**src/design/rcau_pkg.sv**
```systemverilog
// Shared types and codes for the radix complement arithmetic unit.
package rcau_pkg;

  localparam int DIGIT_W = 4;

  typedef logic [DIGIT_W-1:0] digit_t;

  localparam logic [2:0] REQ_CONV = 3'd0;
  localparam logic [2:0] REQ_ADD  = 3'd1;
  localparam logic [2:0] REQ_SUB  = 3'd2;
  localparam logic [2:0] REQ_MUL  = 3'd3;
  localparam logic [2:0] REQ_DIV  = 3'd4;
  localparam logic [2:0] REQ_INC  = 3'd5;

  typedef struct packed {
    digit_t x;
    digit_t y;
    digit_t z;
    digit_t cin;
  } du_in_t;

  typedef struct packed {
    digit_t digit;
    digit_t carry;
  } du_out_t;

  typedef enum logic [10:0] {
    ST_IDLE  = 11'b00000000001,
    ST_NORMA = 11'b00000000010,
    ST_NORMB = 11'b00000000100,
    ST_DISP  = 11'b00000001000,
    ST_CONV  = 11'b00000010000,
    ST_CNEG  = 11'b00000100000,
    ST_ADD   = 11'b00001000000,
    ST_MUL   = 11'b00010000000,
    ST_MULC  = 11'b00100000000,
    ST_DSHF  = 11'b01000000000,
    ST_DSUB  = 11'b10000000000
  } state_t;

endpackage

```
**src/design/rcau_digit_unit.sv**
```systemverilog
// Shared digit unit: x + y*z + cin split into a radix digit and a carry.
module rcau_digit_unit #(
  parameter int RADIX = 10
) (
  input  rcau_pkg::du_in_t  du_in,
  output rcau_pkg::du_out_t du_out
);

  logic [7:0] sum;
  logic [3:0] quo;
  logic [7:0] base;

  always_comb begin
    sum = 8'(du_in.x) + 8'(du_in.y) * 8'(du_in.z) + 8'(du_in.cin);
    quo = '0;
    for (int k = 1; k < 16; k++) begin
      if (sum >= 8'(k * RADIX)) begin
        quo = 4'(k);
      end
    end
    base = 8'(quo) * 8'(RADIX);
    du_out.digit = rcau_pkg::digit_t'(sum - base);
    du_out.carry = quo;
  end

endmodule

```
**src/design/radix_complement_arithmetic_unit_top.sv**
```systemverilog
// Top level: sequencer, digit registers and stream ports of the radix unit.
// Flow: normalize both operands, then add/sub/inc, convert (with a negate pass if
// negative), multiply or divide, then hand the result off.
// One request at a time; the single digit unit sets the cycle count.
// rst clears the sequencer and the output valid; no clearing pass.
module radix_complement_arithmetic_unit_top #(
  parameter int RADIX      = 10,
  parameter int DIGITS     = 16,
  parameter int DIGIT_BITS = 4
) (
  input  logic         clk,
  input  logic         rst,
  input  logic         s_tvalid,
  output logic         s_tready,
  input  logic [167:0] s_tdata,  // req_type[2:0], int_value[34:3], operand_a[98:35],
                                 // operand_b[162:99], zero fill
  output logic         m_tvalid,
  input  logic         m_tready,
  output logic [135:0] m_tdata   // result_value[63:0], result_high[127:64],
                                 // divide_error[128], zero fill
);

  localparam int AW = (DIGITS > 1) ? $clog2(DIGITS) : 1;
  localparam int PW = $clog2(2 * DIGITS);
  localparam int CW = $clog2(DIGITS + 1);
  localparam rcau_pkg::digit_t RM1 = rcau_pkg::digit_t'(RADIX - 1);

  rcau_pkg::state_t state;
  logic [2:0]       req;
  logic [31:0]      ival;
  logic [63:0]      ra;
  logic [63:0]      rb;
  logic [31:0]      mag;
  logic             neg;
  logic [4:0]       bitcnt;
  logic [CW-1:0]    j;
  logic [AW-1:0]    i;
  rcau_pkg::digit_t c;
  logic             err;
  rcau_pkg::digit_t a   [DIGITS];
  rcau_pkg::digit_t b   [DIGITS];
  rcau_pkg::digit_t p   [2*DIGITS];
  rcau_pkg::digit_t rem [DIGITS+1];
  rcau_pkg::digit_t tmp [DIGITS];
  logic [63:0]      res_value;
  logic [63:0]      res_high;
  logic             res_err;

  rcau_pkg::du_in_t  du_i;
  rcau_pkg::du_out_t du_o;
  logic [PW-1:0]     p_idx;
  logic [AW-1:0]     a_idx;
  logic [AW-1:0]     b_idx;
  rcau_pkg::digit_t  p_rd;
  rcau_pkg::digit_t  a_rd;
  rcau_pkg::digit_t  b_rd;
  logic [31:0]       mag_init;
  logic              b_zero;
  logic              j_last;
  logic [63:0]       pack_lo;
  logic [63:0]       pack_hi;
  logic              div_bad;
  logic              div_fill;
  logic              div_run;
  logic              handoff;

  rcau_digit_unit #(.RADIX(RADIX)) u_du (
    .du_in  (du_i),
    .du_out (du_o)
  );

  assign s_tready = (state == rcau_pkg::ST_IDLE);
  assign m_tdata  = {7'd0, res_err, res_high, res_value};
  assign j_last   = (j == CW'(DIGITS - 1));
  assign mag_init = ival[31] ? (~ival + 32'd1) : ival;
  assign div_bad  = b_zero || (b[DIGITS-1] == RM1);
  assign div_fill = (req == rcau_pkg::REQ_DIV) && !div_bad && (a[DIGITS-1] == RM1);
  assign div_run  = (req == rcau_pkg::REQ_DIV) && !div_bad && (a[DIGITS-1] != RM1);
  assign handoff  = (state == rcau_pkg::ST_MULC) && (j == CW'(DIGITS)) &&
                    (!m_tvalid || m_tready);

  always_comb begin
    b_zero = 1'b1;
    for (int k = 0; k < DIGITS; k++) begin
      if (b[k] != '0) begin
        b_zero = 1'b0;
      end
    end
    pack_lo = '0;
    pack_hi = '0;
    for (int k = 0; k < DIGITS; k++) begin
      pack_lo[k*DIGIT_BITS +: DIGIT_BITS] = p[k][DIGIT_BITS-1:0];
      pack_hi[k*DIGIT_BITS +: DIGIT_BITS] = p[k+DIGITS][DIGIT_BITS-1:0];
    end
  end

  always_comb begin
    a_idx = j[AW-1:0];
    b_idx = j[AW-1:0];
    p_idx = PW'(j);
    unique case (state)
      rcau_pkg::ST_MUL: begin
        p_idx = PW'(i) + PW'(j);
        b_idx = i;
      end
      rcau_pkg::ST_MULC: p_idx = PW'(i) + PW'(DIGITS);
      rcau_pkg::ST_DSHF: a_idx = i;
      rcau_pkg::ST_DSUB: p_idx = PW'(i);
      default: ;
    endcase
    p_rd = p[p_idx];
    a_rd = a[a_idx];
    b_rd = b[b_idx];
  end

  always_comb begin
    du_i = '0;
    du_i.cin = c;
    unique case (state)
      rcau_pkg::ST_NORMA: du_i.x = rcau_pkg::digit_t'(ra[DIGIT_BITS-1:0]);
      rcau_pkg::ST_NORMB: du_i.x = rcau_pkg::digit_t'(rb[DIGIT_BITS-1:0]);
      rcau_pkg::ST_CONV: begin
        du_i.y = p_rd;
        du_i.z = rcau_pkg::digit_t'(2);
      end
      rcau_pkg::ST_CNEG: du_i.x = RM1 - p_rd;
      rcau_pkg::ST_ADD: begin
        du_i.x = a_rd;
        du_i.z = rcau_pkg::digit_t'(1);
        case (req)
          rcau_pkg::REQ_ADD: du_i.y = b_rd;
          rcau_pkg::REQ_SUB: du_i.y = RM1 - b_rd;
          default:           du_i.y = '0;
        endcase
      end
      rcau_pkg::ST_MUL: begin
        du_i.x = p_rd;
        du_i.y = a_rd;
        du_i.z = b_rd;
      end
      rcau_pkg::ST_DSUB: begin
        du_i.x = rem[j];
        du_i.y = (j == CW'(DIGITS)) ? RM1 : (RM1 - b_rd);
        du_i.z = rcau_pkg::digit_t'(1);
      end
      default: ;
    endcase
  end

  always_ff @(posedge clk) begin
    if (rst) begin
      state    <= rcau_pkg::ST_IDLE;
      m_tvalid <= 1'b0;
    end else begin
      if (handoff) begin
        m_tvalid <= 1'b1;
      end else if (m_tready) begin
        m_tvalid <= 1'b0;
      end
      unique case (state) inside
        rcau_pkg::ST_IDLE: begin
          if (s_tvalid) begin
            req   <= s_tdata[2:0];
            ival  <= s_tdata[34:3];
            ra    <= s_tdata[98:35];
            rb    <= s_tdata[162:99];
            j     <= '0;
            c     <= '0;
            state <= rcau_pkg::ST_NORMA;
          end
        end
        rcau_pkg::ST_NORMA: begin
          a[j[AW-1:0]] <= du_o.digit;
          ra <= ra >> DIGIT_BITS;
          if (j_last) begin
            j     <= '0;
            c     <= '0;
            state <= rcau_pkg::ST_NORMB;
          end else begin
            j <= j + CW'(1);
            c <= du_o.carry;
          end
        end
        rcau_pkg::ST_NORMB: begin
          b[j[AW-1:0]] <= du_o.digit;
          rb <= rb >> DIGIT_BITS;
          if (j_last) begin
            j     <= '0;
            state <= rcau_pkg::ST_DISP;
          end else begin
            j <= j + CW'(1);
            c <= du_o.carry;
          end
        end
        rcau_pkg::ST_DISP: begin
          for (int k = 0; k < 2 * DIGITS; k++) begin
            p[k] <= (div_fill && k < DIGITS) ? RM1 : '0;
          end
          for (int k = 0; k <= DIGITS; k++) begin
            rem[k] <= '0;
          end
          err <= (req == rcau_pkg::REQ_DIV) && div_bad;
          i   <= div_run ? AW'(DIGITS - 1) : '0;
          case (req) inside
            rcau_pkg::REQ_CONV: begin
              mag    <= mag_init;
              neg    <= ival[31];
              bitcnt <= 5'd31;
              j      <= '0;
              c      <= rcau_pkg::digit_t'(mag_init[31]);
              state  <= rcau_pkg::ST_CONV;
            end
            rcau_pkg::REQ_ADD: begin
              j     <= '0;
              c     <= '0;
              state <= rcau_pkg::ST_ADD;
            end
            rcau_pkg::REQ_SUB, rcau_pkg::REQ_INC: begin
              j     <= '0;
              c     <= rcau_pkg::digit_t'(1);
              state <= rcau_pkg::ST_ADD;
            end
            rcau_pkg::REQ_MUL: begin
              j     <= '0;
              c     <= '0;
              state <= rcau_pkg::ST_MUL;
            end
            rcau_pkg::REQ_DIV: begin
              c <= '0;
              if (div_run) begin
                j     <= '0;
                state <= rcau_pkg::ST_DSHF;
              end else begin
                j     <= CW'(DIGITS);
                state <= rcau_pkg::ST_MULC;
              end
            end
            default: begin
              j     <= CW'(DIGITS);
              c     <= '0;
              state <= rcau_pkg::ST_MULC;
            end
          endcase
        end
        rcau_pkg::ST_CONV: begin
          p[p_idx] <= du_o.digit;
          if (!j_last) begin
            j <= j + CW'(1);
            c <= du_o.carry;
          end else if (bitcnt != 5'd0) begin
            j      <= '0;
            bitcnt <= bitcnt - 5'd1;
            c      <= rcau_pkg::digit_t'(mag[30]);
            mag    <= mag << 1;
          end else if (neg) begin
            j     <= '0;
            c     <= rcau_pkg::digit_t'(1);
            state <= rcau_pkg::ST_CNEG;
          end else begin
            j     <= CW'(DIGITS);
            state <= rcau_pkg::ST_MULC;
          end
        end
        rcau_pkg::ST_CNEG, rcau_pkg::ST_ADD: begin
          p[p_idx] <= du_o.digit;
          c <= du_o.carry;
          if (j_last) begin
            j     <= CW'(DIGITS);
            state <= rcau_pkg::ST_MULC;
          end else begin
            j <= j + CW'(1);
          end
        end
        rcau_pkg::ST_MUL: begin
          p[p_idx] <= du_o.digit;
          c <= du_o.carry;
          if (j_last) begin
            j     <= '0;
            state <= rcau_pkg::ST_MULC;
          end else begin
            j <= j + CW'(1);
          end
        end
        rcau_pkg::ST_MULC: begin
          // j below DIGITS marks a product row carry; otherwise result handoff
          if (j != CW'(DIGITS)) begin
            p[p_idx] <= c;
            c <= '0;
            if (i == AW'(DIGITS - 1)) begin
              j <= CW'(DIGITS);
            end else begin
              j     <= '0;
              i     <= i + AW'(1);
              state <= rcau_pkg::ST_MUL;
            end
          end else if (handoff) begin
            res_value <= pack_lo;
            res_high  <= (req == rcau_pkg::REQ_MUL) ? pack_hi : 64'd0;
            res_err   <= err;
            state     <= rcau_pkg::ST_IDLE;
          end
        end
        rcau_pkg::ST_DSHF: begin
          rem[0] <= a_rd;
          for (int k = 1; k <= DIGITS; k++) begin
            rem[k] <= rem[k-1];
          end
          j     <= '0;
          c     <= rcau_pkg::digit_t'(1);
          state <= rcau_pkg::ST_DSUB;
        end
        rcau_pkg::ST_DSUB: begin
          if (j != CW'(DIGITS)) begin
            tmp[j[AW-1:0]] <= du_o.digit;
            c <= du_o.carry;
            j <= j + CW'(1);
          end else if (du_o.carry != '0) begin
            j <= '0;
            c <= rcau_pkg::digit_t'(1);
            for (int k = 0; k < DIGITS; k++) begin
              rem[k] <= tmp[k];
            end
            rem[DIGITS] <= du_o.digit;
            p[p_idx]    <= p_rd + rcau_pkg::digit_t'(1);
          end else if (i == '0) begin
            j     <= CW'(DIGITS);
            state <= rcau_pkg::ST_MULC;
          end else begin
            j     <= '0;
            i     <= i - AW'(1);
            state <= rcau_pkg::ST_DSHF;
          end
        end
        default: state <= rcau_pkg::ST_IDLE;
      endcase
    end
  end

endmodule
```
**config.mk**
```make
export PLATFORM = sky130hd
export DESIGN_NAME = radix_complement_arithmetic_unit_top
export DESIGN_NICKNAME = d
export VERILOG_FILES = /design/src/design/rcau_pkg.sv /design/src/design/rcau_digit_unit.sv /design/src/design/radix_complement_arithmetic_unit_top.sv
export SDC_FILE = /design/constraint.sdc
export NUM_CORES = 1
export LEC_CHECK = 0
export BUFFER_PORTS_ARGS = -buffer_cell sky130_fd_sc_hd__buf_2
export CAP_MARGIN = 10
export CELL_PAD_IN_SITES_DETAIL_PLACEMENT = 1
export CELL_PAD_IN_SITES_GLOBAL_PLACEMENT = 1
export CORE_MARGIN = 2
export CORE_UTILIZATION = 40
export DETAILED_ROUTE_END_ITERATION = 8
export PLACE_DENSITY = 0.72
export SLEW_MARGIN = 40
export SYNTH_ARGS = -nofsm -noshare
export SYNTH_HDL_FRONTEND = slang
export SYNTH_HIERARCHICAL = 1
export SYNTH_SLANG_ARGS = --single-unit
```
**constraint.sdc**
```tcl
create_clock -name clk -period 10.55 [get_ports clk]
set_input_delay 1.055 -clock clk [delete_from_list [all_inputs] [get_ports clk]]
set_output_delay 1.055 -clock clk [all_outputs]
set_load 0.1 [all_outputs]
```
# Word-level counts from Yosys, hierarchy flattened
# Memories as Yosys holds them, arrays and structs flattened. A register that Yosys moved wholly into a read port is not among the register bits.
# Cells that the tools add are included.
[totals]
ff_bits = 227
latch_bits = 0
mem_bits_rw = 388
mem_bits_ro = 0
output_inout_bits = 138
elab_cells = 387
n_memories = 5
[memory_table]
columns = ["name", "depth", "word_bits", "read_ports", "rd_ports_with_merged_regs", "write_ports", "line", "source"]
rows = [
  ["p", 32, 4, 33, 32, 32, "radix_complement_arithmetic_unit_top.sv:42", "rcau_pkg::digit_t p [2*DIGITS];"],
  ["rem", 17, 4, 17, 1, 17, "radix_complement_arithmetic_unit_top.sv:43", "rcau_pkg::digit_t rem [DIGITS+1];"],
  ["a", 16, 4, 2, 0, 1, "radix_complement_arithmetic_unit_top.sv:40", "rcau_pkg::digit_t a [DIGITS];"],
  ["b", 16, 4, 17, 0, 1, "radix_complement_arithmetic_unit_top.sv:41", "rcau_pkg::digit_t b [DIGITS];"],
  ["tmp", 16, 4, 16, 0, 1, "radix_complement_arithmetic_unit_top.sv:44", "rcau_pkg::digit_t tmp [DIGITS];"],
]
[classes]
n_addsub = 13
n_mul = 2
div_mod_pow = 0
n_lt_le_gt_ge = 15
n_eq_ne = 41
shifts = 0
mux = 187
n_bitwise = 41
reduce_logical = 69
[op_table]
columns = ["operator", "count"]
rows = [
  ["4-bit 2-to-1 mux", 66],
  ["64-bit one-hot mux with 2 select lines", 2],
  ["64-bit 2-to-1 mux", 2],
  ["11-bit 2-to-1 mux", 11],
  ["5-bit 2-to-1 mux", 22],
  ["11-bit one-hot mux with 9 select lines", 1],
  ["31-bit 2-to-1 mux", 3],
  ["10-bit 2-to-1 mux", 7],
  ["4-bit nonzero test", 17],
  ["31-bit one-hot mux with 2 select lines", 1],
  ["1-bit 2-to-1 mux", 56],
  ["8-bit by 7-bit greater-or-equal comparator with 1-bit output (second input constant)", 6],
  ["5-bit one-hot mux with 8 select lines", 1],
  ["1-bit bitwise OR", 38],
  ["4-bit one-hot mux with 9 select lines", 1],
  ["32-bit by 1-bit adder with 32-bit output (second input constant)", 1],
  ["32-bit 2-to-1 mux", 1],
  ["32-bit NOT", 1],
  ["8-bit one-hot mux with 4 select lines", 1],
  ["8-bit by 6-bit greater-or-equal comparator with 1-bit output (second input constant)", 3],
  ["8-bit greater-or-equal comparator (second input constant)", 3],
  ["4-bit one-hot mux with 6 select lines", 1],
  ["2-bit != test (second input constant)", 10],
  ["1-bit logical NOT", 18],
  ["63 further kinds", 95],
]

# Logic depth before layout (Yosys ltp)
# An unclocked memory read counts as a cell.
[depth]
word_depth = 34
ltp_mapped = 46
depth_no_buf = 40

# Cells and area by module
# Netlist, hierarchy kept.
[modules_own_cells]
columns = ["module", "instances", "cells_per_inst", "area_per_inst_um2", "seq_area_each_um2"]
rows = [
  ["radix_complement_arithmetic_unit_top", 1, 2540, 32550.0, 22291.4],
  ["rcau_digit_unit", 1, 145, 1168.6, 0.0],
]

# Least setup slack after synthesis
# OpenSTA, ideal clock, no wires.
[synth_path]
path_type = "register to register"
start = "register state[9]"
end = "memory rem[0][0] in the netlist's numbering (enable)"
arrival_time_ns = 9.913
required_time_ns = 10.121
path_slack_ns = 0.208
path_stages_with_launch = 42
path_buffers = 7
synth_period_minus_slack_ns = 10.342
path_cell_list = "dfxtp_1 -> clkbuf_1 -> nor4_4 -> nand4_1 -> clkinv_1 -> ha_1 -> a21oi_1 -> o2bb2ai_2 -> buf_6 -> buf_6 -> buf_2 -> mux2i_1 -> nor2_1 -> a21oi_1 -> o22ai_1 -> nor4_2 -> ha_1 -> a222oi_1 -> [... 6 more ...] -> ha_1 -> inv_1 -> fa_1 -> inv_1 -> ha_1 -> fa_1 -> xnor2_1 -> clkbuf_1 -> nor2_1 -> a211oi_1 -> o21ai_1 -> a22oi_1 -> o32a_1 -> nor4_1 -> nor4_1 -> clkbuf_1 -> buf_1 -> or3_1"
[synth_lines]
columns = ["item", "line", "source"]
rows = [
  ["from (decl)", "radix_complement_arithmetic_unit_top.sv:28", "rcau_pkg::state_t state;"],
  ["from (signal assigned)", "radix_complement_arithmetic_unit_top.sv:152", "state <= rcau_pkg::ST_IDLE;"],
  ["from (signal assigned)", "radix_complement_arithmetic_unit_top.sv:169", "state <= rcau_pkg::ST_NORMA;"],
  ["from (signal assigned)", "radix_complement_arithmetic_unit_top.sv:178", "state <= rcau_pkg::ST_NORMB;"],
  ["to (decl)", "radix_complement_arithmetic_unit_top.sv:43", ""],
]

==> summary.txt <==
outcome - finished clean
final hold vios - 0
Slew Viols, Final - 0
Max VDD drop - 0.184 mV
critical path start-end classification - flop to flop
synthesized area per cell - 12.6 um2
Async S/R FF share, synth - 0%
Core ar. - 83600 um2
Setup WS post-layout - 0.474 ns
final worst-path cycle share - 95.5%
Yosys top cell by area - edfxtp_1
final setup vio count - 0
nets - 3225
Setup Skew - 0.0624 ns
full die area - 86600 um2
CP Data Required Time - 11.04 ns
P_leak - 14.5 nW
synth top area cells - edfxtp_1, nand2_1, nor2_1
Layout Area Growth over Synthesis - 17.3%
measured slew at the worst slew-check pin - 0.897 ns
share of cells above drive strength 1 - 20.1%
clock network power share - 42.0%
Site Rows - 106
crit path max fanout - 21
initial core utilization - 40.4%
Remaining Overflow, GRT - 0
largest net degree at the start of global routing - 74
CP max stage delay - 0.52 ns
Residual DRC - 0
Int Pwr - 5.32 mW
H-tree levels - 3
DIE WIDTH - 294 um
sequential-to-total area share from yosys stat - 66.1%
Sink Count - 748
die height - 294 um
Crit-path slowest cell - edfxtp_1
first-pass GRT wire length - 147 mm
wire length per cell - 23.5 um
min Tclk post-route - 10.08 ns
CTS tree - yes
pwr dens - 179 nW/um2
number of global-route vias before repair - 24100
initial antenna violation count - 7
clk root buf - clkbuf_16
Startpoint Class - flop
NetSw - 1.76 mW
total CTS buffers - 83
Pre-Repair DR Iteration Count - 5
Switching Fraction - 24.8%
overall power - 7.07 mW
CP startpoint - j[0]
hold path start - p[0][2]
detailed-route via count - 22800
synthesis-stage register bit count - 748
synth warn - 6
pre-CTS setup slack - 0.520 ns
FILL cells - 8674
Fin Setup TNS - 0 ns
Cells after Synth - 2685
ys flop type - edfxtp_1
Hold Path Class - flop to flop
IO buf count - 297
slew margin rel. - 40.1%
Top Ports - 310
CTS Hold Bufs - 0
Max Freq - 99.2 MHz
Synth top area share - 65.1%
drt initial violations - 1741
Clock transition at path regs - 0.06 ns
CP arrival - 10.57 ns
DRT antenna net count - 0
GRT Overall Usage - 22.2%
post-DR vias/cell - 5.49
Critical Path Sink Type - flop
Synth Cell Area - 33700 um2
EDFF count, synth - 731
max cap viols - 0
final HPWL from detailed placement - 67.9 mm
combinational power share - 9.7%
RD Place Congestion - 0.896
FF-to-FF Start - j[0]
RSZ-0062 raised after global routing - false
Clk Latency, worst-skew pair - 0.66 ns
sequential share of power - 48.3%
Routed WL - 97.8 mm
post-synth cell types - 91
final core occ - 47.4%
CTS Buffer Depth - 3
[flip-flops by register name, summed over array words and instances (netlist names), 5 cells and up, named ones only]
name and count:
a 64, rem 68, ra 64, m_tdata 64
b 64, rb 64, res_value 64, state 11
ival 32, tmp 64, j 5, p 128
bitcnt 5, mag 31
[cells by family (layout without fill, tap and decap cells)]
logic type               after synthesis  count (layout)  share of synthesized area [%]
buffers and inverters                197             579                           2.53
adder cells (fa/ha/maj)               49              49                           2.14
AND/OR/NAND/NOR                     1144            1144                           15.0
AO/OA/AOI/OAI                        364             364                           7.60
other                                  1              14                         0.0111
flip-flops                           748             748                           66.1
multiplexers                         130             130                           5.26
XOR/XNOR                              52              52                           1.37
[metal layers]
metal	vias up	global-route usage [%]	wire [um]
met4	0	7.93	3180
met3	166	3.11	4970
met1	11500	28.0	39600
met5	-	0	0
met2	710	38.9	50000
li1	10400	-	-
[power by group through the flow]
| stage | clock network (mW) | registers, mW | logic [mW] |
|---|---|---|---|
| CTS | 3.03 | 3.42 | 0.682 |
| global placement | 0 | 3.48 | 0.647 |
| global route | 3.13 | 3.42 | 0.739 |
| floorplan | 0 | 3.47 | 0.411 |
| detailed placement | 0 | 3.48 | 0.677 |
| finish | 2.97 | 3.42 | 0.684 |
[through the flow]
stage	instance area (um2)	hold WS, ns	instances
after global routing	39600	0.461	4159
after CTS	39500	0.454	4149
after detailed placement	36700	0.438	3996
after global placement	36600	0.441	3992
after floorplan	33700	0.400	2691
final	39600	0.454	4160
[worst max-delay path: cells and delay by family, from the launching register on]
family	cells	cell delay, ns
AO/OA/AOI/OAI	13	2.84
XOR/XNOR	1	0.36
adder cells (fa/ha/maj)	8	2.82
buffers and inverters	7	1.00
flip-flops	1	0.52
multiplexers	1	0.35
AND/OR/NAND/NOR	9	1.99
[final cells by class]
cell class | count | area (um2) | area share [%]
clock inverter | 48 | 582 | 1.47
sequential | 748 | 22300 | 56.4
clock buffer | 105 | 2210 | 5.58
antenna | 7 | 17.5 | 0.0443
inverter | 50 | 190 | 0.481
multi-input combinational | 1746 | 10800 | 27.2
tap | 1080 | 1350 | 3.42
timing repair buffer | 376 | 2140 | 5.41
[cells in the mapped netlist (17+ instances only)]
| cell | instances |
|---|---|
| a211oi_1 | 25 |
| nand2_1 | 627 |
| nor2_1 | 246 |
| and2_1 | 94 |
| edfxtp_1 | 731 |
| mux4_2 | 36 |
| buf_2 | 18 |
| inv_1 | 48 |
| o21ai_1 | 20 |
| clkbuf_1 | 96 |
| o21ai_0 | 66 |
| nor2b_1 | 19 |
| nand3_1 | 36 |
| a22o_1 | 68 |
| mux2i_1 | 79 |
| xnor2_1 | 19 |
| a21oi_1 | 71 |
| ha_1 | 33 |
| dfxtp_1 | 17 |
| xor2_1 | 32 |
| nor4_1 | 25 |
[timing repair]
action,in CTS,in global routing
endpoints found under the setup margin,0,82
resized for setup,0,6
buffers inserted,0,4
[layout by cell type, fill, tap and decap left out, types with 14 or more instances in the layout]
cell type / Yosys / routed
clkinv_1: 1 / 18
a22o_1: 68 / 68
a21oi_1: 71 / 67
fa_1: 15 / 15
and2_1: 94 / 94
clkbuf_1: 96 / 17
edfxtp_1: 731 / 731
nand4_1: 14 / 14
clkbuf_16: 0 / 83
a21oi_2: 14 / 14
o21ai_0: 66 / 66
mux2_2: 14 / 14
buf_4: 16 / 68
o21ai_1: 20 / 20
nor2b_1: 19 / 19
xnor2_1: 19 / 18
nand2_1: 627 / 626
xor2_1: 32 / 32
buf_2: 18 / 297
inv_1: 48 / 47
mux2i_1: 79 / 74
mux4_2: 36 / 36
nand3_1: 36 / 36
nor4_1: 25 / 22
nor2_1: 246 / 240
a211oi_1: 25 / 25
ha_1: 33 / 33
[path summary, 6_finish.rpt]
path                  endpoint  slack [ns]  cells after the start
hold / removal    res_value[2]        0.45                      0
hold reg to reg   res_value[2]        0.45                      0
setup / recovery      p[26][1]        0.47                     39
setup reg to reg      p[26][1]        0.47                     39
(Power assumes the default switching activity.)
